--- src/hw/rtl/assert_macros.svh ---
// Assertion macros shared by the endpointer RTL.
`ifndef ASSERT_MACROS_SVH
`define ASSERT_MACROS_SVH

// Same-cycle implication, off while reset is low.
`define ASSERT_IMPLIES(label, clk, rst_n, ante, cons) \
    label: assert property (@(posedge clk) disable iff (!rst_n) (ante) |-> (cons)) \
        else $error("assertion failed: same-cycle implication");

// Next-cycle implication, off while reset is low.
`define ASSERT_NEXT(label, clk, rst_n, ante, cons) \
    label: assert property (@(posedge clk) disable iff (!rst_n) (ante) |=> (cons)) \
        else $error("assertion failed: next-cycle implication");

`endif

--- src/hw/rtl/vae_pkg.sv ---
// Shared types and constants of the voice activity endpointer.
package vae_pkg;

    localparam int ENERGY_W   = 40;
    localparam int SILENCE_W  = 16;
    localparam int HOP_W      = 10;
    localparam int CFG_IDX_W  = 8;
    localparam int CFG_DATA_W = 40;

    localparam logic [ENERGY_W-1:0]  ENERGY_MAX  = {ENERGY_W{1'b1}};
    localparam logic [SILENCE_W-1:0] SILENCE_MAX = {SILENCE_W{1'b1}};

    // Register reset values
    localparam logic                 RST_DETECT_ENABLE    = 1'b1;
    localparam logic [ENERGY_W-1:0]  RST_ENERGY_THRESHOLD = 40'd5497558139;
    localparam logic [SILENCE_W-1:0] RST_SILENCE_LIMIT    = 16'd50;
    localparam logic [HOP_W-1:0]     RST_HOP_LENGTH       = 10'd160;

    // Register indexes
    typedef enum logic [CFG_IDX_W-1:0] {
        CFG_DETECT_ENABLE    = 8'd0,
        CFG_ENERGY_THRESHOLD = 8'd1,
        CFG_SILENCE_LIMIT    = 8'd2,
        CFG_HOP_LENGTH       = 8'd3
    } t_cfg_index;

    typedef struct packed {
        logic                 detect_enable;
        logic [ENERGY_W-1:0]  energy_threshold;
        logic [SILENCE_W-1:0] silence_limit;
        logic [HOP_W-1:0]     hop_length;
    } t_cfg;

    // Valid and window-close flag carried down the pipe
    typedef struct packed {
        logic vld;
        logic judge;
    } t_stage_ctl;

endpackage

--- src/hw/rtl/vae_decide.sv ---
// Threshold decision, silence counting and result register.
`include "assert_macros.svh"
module vae_decide #(
    parameter int ENERGY_SUM_W = 40
) (
    input  logic                              i_clk,
    input  logic                              i_rst_n,
    input  vae_pkg::t_cfg                     i_cfg,
    input  vae_pkg::t_stage_ctl               i_s3,
    input  logic [ENERGY_SUM_W-1:0]           i_energy,
    output logic                              o_s3_leave,
    output logic                              o_valid,
    input  logic                              i_ready,
    output logic                              o_voiced,
    output logic                              o_utterance_end,
    output logic [vae_pkg::ENERGY_W-1:0]      o_frame_energy,
    output logic [vae_pkg::SILENCE_W-1:0]     o_silent_windows
);
    import vae_pkg::*;

    localparam int CMP_W = (ENERGY_SUM_W > ENERGY_W) ? ENERGY_SUM_W : ENERGY_W;

    logic                 r_o_vld;
    logic                 r_o_voiced, r_o_end;
    logic [ENERGY_W-1:0]  r_o_energy;
    logic [SILENCE_W-1:0] r_silence, n_silence;
    logic                 r_utt_open, n_utt_open;

    logic                 out_free, take, voiced, ended;
    logic [CMP_W-1:0]     energy_ext;
    logic [ENERGY_W-1:0]  energy_sat;

    // Result register frees when empty or being taken
    assign out_free   = !r_o_vld || i_ready;
    assign o_s3_leave = !i_s3.judge || out_free;
    assign take       = i_s3.vld && i_s3.judge && out_free;

    // Window decision and silence bookkeeping
    always_comb begin
        energy_ext = CMP_W'(i_energy);
        energy_sat = (energy_ext > CMP_W'(ENERGY_MAX)) ? ENERGY_MAX
                                                       : energy_ext[ENERGY_W-1:0];
        voiced     = !i_cfg.detect_enable
                     || (energy_ext > CMP_W'(i_cfg.energy_threshold));
        ended      = 1'b0;
        n_utt_open = r_utt_open;
        if (voiced) begin
            n_silence  = '0;
            n_utt_open = 1'b1;
        end else begin
            n_silence = (r_silence == SILENCE_MAX) ? r_silence : r_silence + 1'b1;
            if ((n_silence > i_cfg.silence_limit) && r_utt_open) begin
                ended      = 1'b1;
                n_utt_open = 1'b0;
            end
        end
    end

    // Control state
    always_ff @(posedge i_clk) begin
        if (!i_rst_n) begin
            r_o_vld    <= 1'b0;
            r_silence  <= '0;
            r_utt_open <= 1'b0;
        end else begin
            if (out_free) begin
                r_o_vld <= take;
            end
            if (take) begin
                r_silence  <= n_silence;
                r_utt_open <= n_utt_open;
            end
        end
    end

    // Result payload
    always_ff @(posedge i_clk) begin
        if (take) begin
            r_o_voiced <= voiced;
            r_o_end    <= ended;
            r_o_energy <= energy_sat;
        end
    end

    assign o_valid          = r_o_vld;
    assign o_voiced         = r_o_voiced;
    assign o_utterance_end  = r_o_end;
    assign o_frame_energy   = r_o_energy;
    assign o_silent_windows = r_silence;

    // An end flag closes the utterance and never comes with speech
    `ASSERT_IMPLIES(a_end_closes, i_clk, i_rst_n, r_o_vld && r_o_end,
        !r_o_voiced && !r_utt_open)
    // A voiced window clears the count and leaves an utterance open
    `ASSERT_IMPLIES(a_voiced_clears, i_clk, i_rst_n, r_o_vld && r_o_voiced,
        (r_silence == '0) && r_utt_open)

endmodule
--- config.mk ---
export PLATFORM = sky130hd
export DESIGN_NAME = vae_decide
export DESIGN_NICKNAME = d
export VERILOG_FILES = /design/src/hw/rtl/vae_pkg.sv /design/src/hw/rtl/vae_decide.sv
export VERILOG_INCLUDE_DIRS = /design/src /design/src/hw/rtl
export SDC_FILE = /design/constraint.sdc
export NUM_CORES = 1
export LEC_CHECK = 0
export BUFFER_PORTS_ARGS = -buffer_cell sky130_fd_sc_hd__buf_2
export CAP_MARGIN = 0
export CORE_ASPECT_RATIO = 1.75
export CORE_MARGIN = 8
export CORE_UTILIZATION = 24
export CTS_CLUSTER_DIAMETER = 200
export DETAILED_ROUTE_END_ITERATION = 10
export GPL_TIMING_DRIVEN = 0
export MAX_ROUTING_LAYER = met4
export PLACE_DENSITY = 0.54
export SKIP_LAST_GASP = 1
export SYNTH_ARGS = -nofsm -noshare
export SYNTH_HDL_FRONTEND = slang
export SYNTH_SLANG_ARGS = --single-unit
--- constraint.sdc ---
create_clock -name i_clk -period 8.87 [get_ports i_clk]
set_input_delay 1.774 -clock i_clk [delete_from_list [all_inputs] [get_ports i_clk]]
set_output_delay 1.774 -clock i_clk [all_outputs]
set_load 0.02 [all_outputs]
==> results.md <==
* Status: complete, no violations
* DR pass1 iterations at 4
* Period Utilization, post-route at around 45%
* Mean routed wirelength per cell at 14.91 um
* FP Rows at 62
* Async S/R FF share, synth at 0%
* Initial DRC count at 106
* Actual slew at the worst max-slew pin at about 0.74 ns
* DRT Wirelength at between 10000 and 15000 um
* Launching point of the worst reg2reg path: o_silent_windows[0]
* Hold Violations, Final at 0
* Clk sinks at 60
* Die width at around 110 um
* Synth top area cells: edfxtp_1, ha_1, dfxtp_1
* Final min period at 4.030 ns
* Total number of H-tree levels at 3
* Fraction of layout cells with a size suffix above 1 at around 32%
* Syn avg cell area at between 9 and 10 um2
* R2R setup slack at approximately 5.2 ns
* Library cells used by synthesis at between 40 and 50
* MaxCap Viol Count at 0
* Sequential fraction of the synthesis area at roughly 41%
* Largest net degree at the start of global routing at 36
* Final RePlAce weighted congestion at around 0.84
* Layout Area Growth over Synthesis at 35.28%
* Grt ovf at 0
* Pins Over Slew Limit at 0
* WHS Path Cells at 2
* # resized after CTS at 0
* RSZ-0062 raised after global routing: no
* Crit Reg-Reg Endpoint: r_utt_open
* CTS Buf Count at 9
* Number of I/O pins at approximately 170
* Critical path origin: i_cfg[65]
* Max VDD drop at around 0.073 mV
* Initial antenna violation count at 1
* Die Area at approximately 0.021 mm2
* Yosys top cell by area: edfxtp_1
* Postcts setup bufs at 0
* Net count, final at between 700 and 800
* Reg clk slew, reported paths at 0.06 ns
* Root buffer cell: clkbuf_16
* Register area at about 0.0016 mm2
* Peak Freq at approximately 0.25 GHz
* Worst hold endpoint: r_utt_open
* Clk buf depth at 2
* #FFs+latches synth at 60
* Setup_tns at 0 ns
* Yosys warning total at 0
* TritonCTS clock tree: built
* Hpwl dp at slightly below 10000 um
* Total routing usage reported by global routing at between 10% and 20%
* Critical path type: input port to register
* First-pass GRT wire length at 18130 um
* Starting density of the core at between 20% and 30%
* Final Skew at between 0.006 and 0.007 ns
* Clock latency on the worst-skew pair at about 0.33 ns
* CP required at a little over 9 ns
* Core area at ~0.016 mm2
* Footprint of the multi-input gates at ~0.0019 mm2
* Hold WC Path Type: register to register
* Slew headroom at about half
* Final core utilization at 32.67%
* Ys flop type: edfxtp_1
* Number of routed nets with antenna violations at 0
* FF-to-FF path depth at 16
* Vias in the first global route at about 3.7k
* Via density per instance at approximately 4.4
* Hold Crit Start: r_utt_open
* EDFF count, synth at between 40 and 50
* Residual DRC count at 0
* PortBufs at between 150 and 200
* Startpoint Class: input port
* Setup crit end kind: register
* Vias post-DR at roughly 3.4k
* Pleak at roughly 2.6 nW
* Mapped Nets at 583
* Critical Path AT at 4.25 ns
* Post-Synthesis Cell Area at between 0.003 and 0.004 mm2
* CP Max Fanout at 10
* Commonest non-fill, non-tap cells in the layout: buf_2, inv_1, ha_1
* Power per Cell Area at 150.4 mW/mm2
* Fillers at around 1.7k
* Commonest non-fill, non-tap cell in the layout: buf_2
* Post-synthesis cell count at just over 400
* Die height at 185.0 um
* Setup-failing EPs final at 0
* Post-CTS Hold Fix Bufs at 0
* Yosys top cell area share at about a third
[final cells by class]
cell class | instances | share of cell area [%]
clock buffer | 12 | 5.056
tap | 192 | 4.536
timing repair buffer | 162 | 15.59
inverter | 60 | 4.252
clock inverter | 4 | 0.8505
antenna | 1 | 0.04725
buffer | 47 | 3.544
sequential | 60 | 30.62
multi-input combinational | 247 | 35.51
[worst max-delay path, stage by stage]
cell and delay (ns):
buf_2 0.07, inv_1 0.04, ha_1 0.30, nand4_1 0.19, nor4_1 0.71, o31a_1 0.30
nor3_1 0.07, o21a_4 0.27, o21ai_4 0.26, buf_6 0.20, nor2_1 0.06
[cell families after synthesis]
| kind of cell | Yosys count | share of synthesized area (%) |
|---|---|---|
| xor gates and xnor gates | 20 | 4.474 |
| muxes | 5 | 1.374 |
| buffers and inverters | 107 | 10.55 |
| and+or+nand+nor | 108 | 14.77 |
| DFF | 60 | 41.42 |
| AOI/OAI and AO/OA | 57 | 9.205 |
| adders and majority gates | 57 | 18.22 |
[flip-flops by register name (all words and copies together) (netlist names)]
signal            cells
r_utt_open            1
o_valid               1
o_silent_windows     16
o_frame_energy       40
o_voiced              1
o_utterance_end       1
[power by group]
group	internal, mW	switching, mW
clock	0.241	0.127
sequential	0.311	0.00302
combinational	0.0510	0.0644
[cells in the mapped netlist (2+ instances only)]
| master | instances |
|---|---|
| a21o_1 | 5 |
| a21oi_1 | 27 |
| and2_1 | 7 |
| and3_1 | 7 |
| and4_1 | 2 |
| buf_2 | 3 |
| clkbuf_1 | 43 |
| dfxtp_1 | 18 |
| edfxtp_1 | 42 |
| ha_1 | 57 |
| inv_1 | 60 |
| mux2_2 | 3 |
| mux2i_1 | 2 |
| nand2_1 | 20 |
| nand2b_1 | 3 |
| nand3_1 | 14 |
| nand4_1 | 18 |
| nor2_1 | 19 |
| nor2b_1 | 4 |
| nor3_1 | 8 |
| o21a_1 | 5 |
| o21ai_0 | 10 |
| xnor2_1 | 15 |
| xor2_1 | 5 |
[worst max path at each step]
stage                                 endpoint  slack [ns]
after detailed placement  o_silent_windows[13]        4.24
after global placement     o_silent_windows[8]        4.12
final                     o_silent_windows[13]        4.84
after floorplan            o_silent_windows[3]        5.01
after CTS                 o_silent_windows[13]        4.60
after global routing       o_silent_windows[8]        4.61
[metal layers]
metal / GRT usage [%] / vias up / part of all wire [%]
met4: 4.777 / 0 / 1.8
met1: 10.91 / 1537 / 37
met3: 3.820 / 11 / 7.1
li1: - / 1754 / -
met2: 21.97 / 121 / 54
met5: - / - / 0
[metrics by stage]
stage / hold slack (ns) / worst slack (ns) / area (um2) / instances / total power [mW]
2_1_floorplan: 0.4360 / 5.013 / 3915 / 414 / 0.3857
3_3_place_gp: 0.4474 / 4.116 / 4961 / 767 / 0.4353
3_5_place_dp: 0.4552 / 4.243 / 4981 / 768 / 0.4373
4_1_cts: 0.4633 / 4.602 / 5294 / 784 / 0.8160
5_1_grt: 0.4877 / 4.606 / 5296 / 785 / 0.8394
6_report: 0.4605 / 4.840 / 5296 / 785 / 0.7967
(Power assumes the default switching activity.)
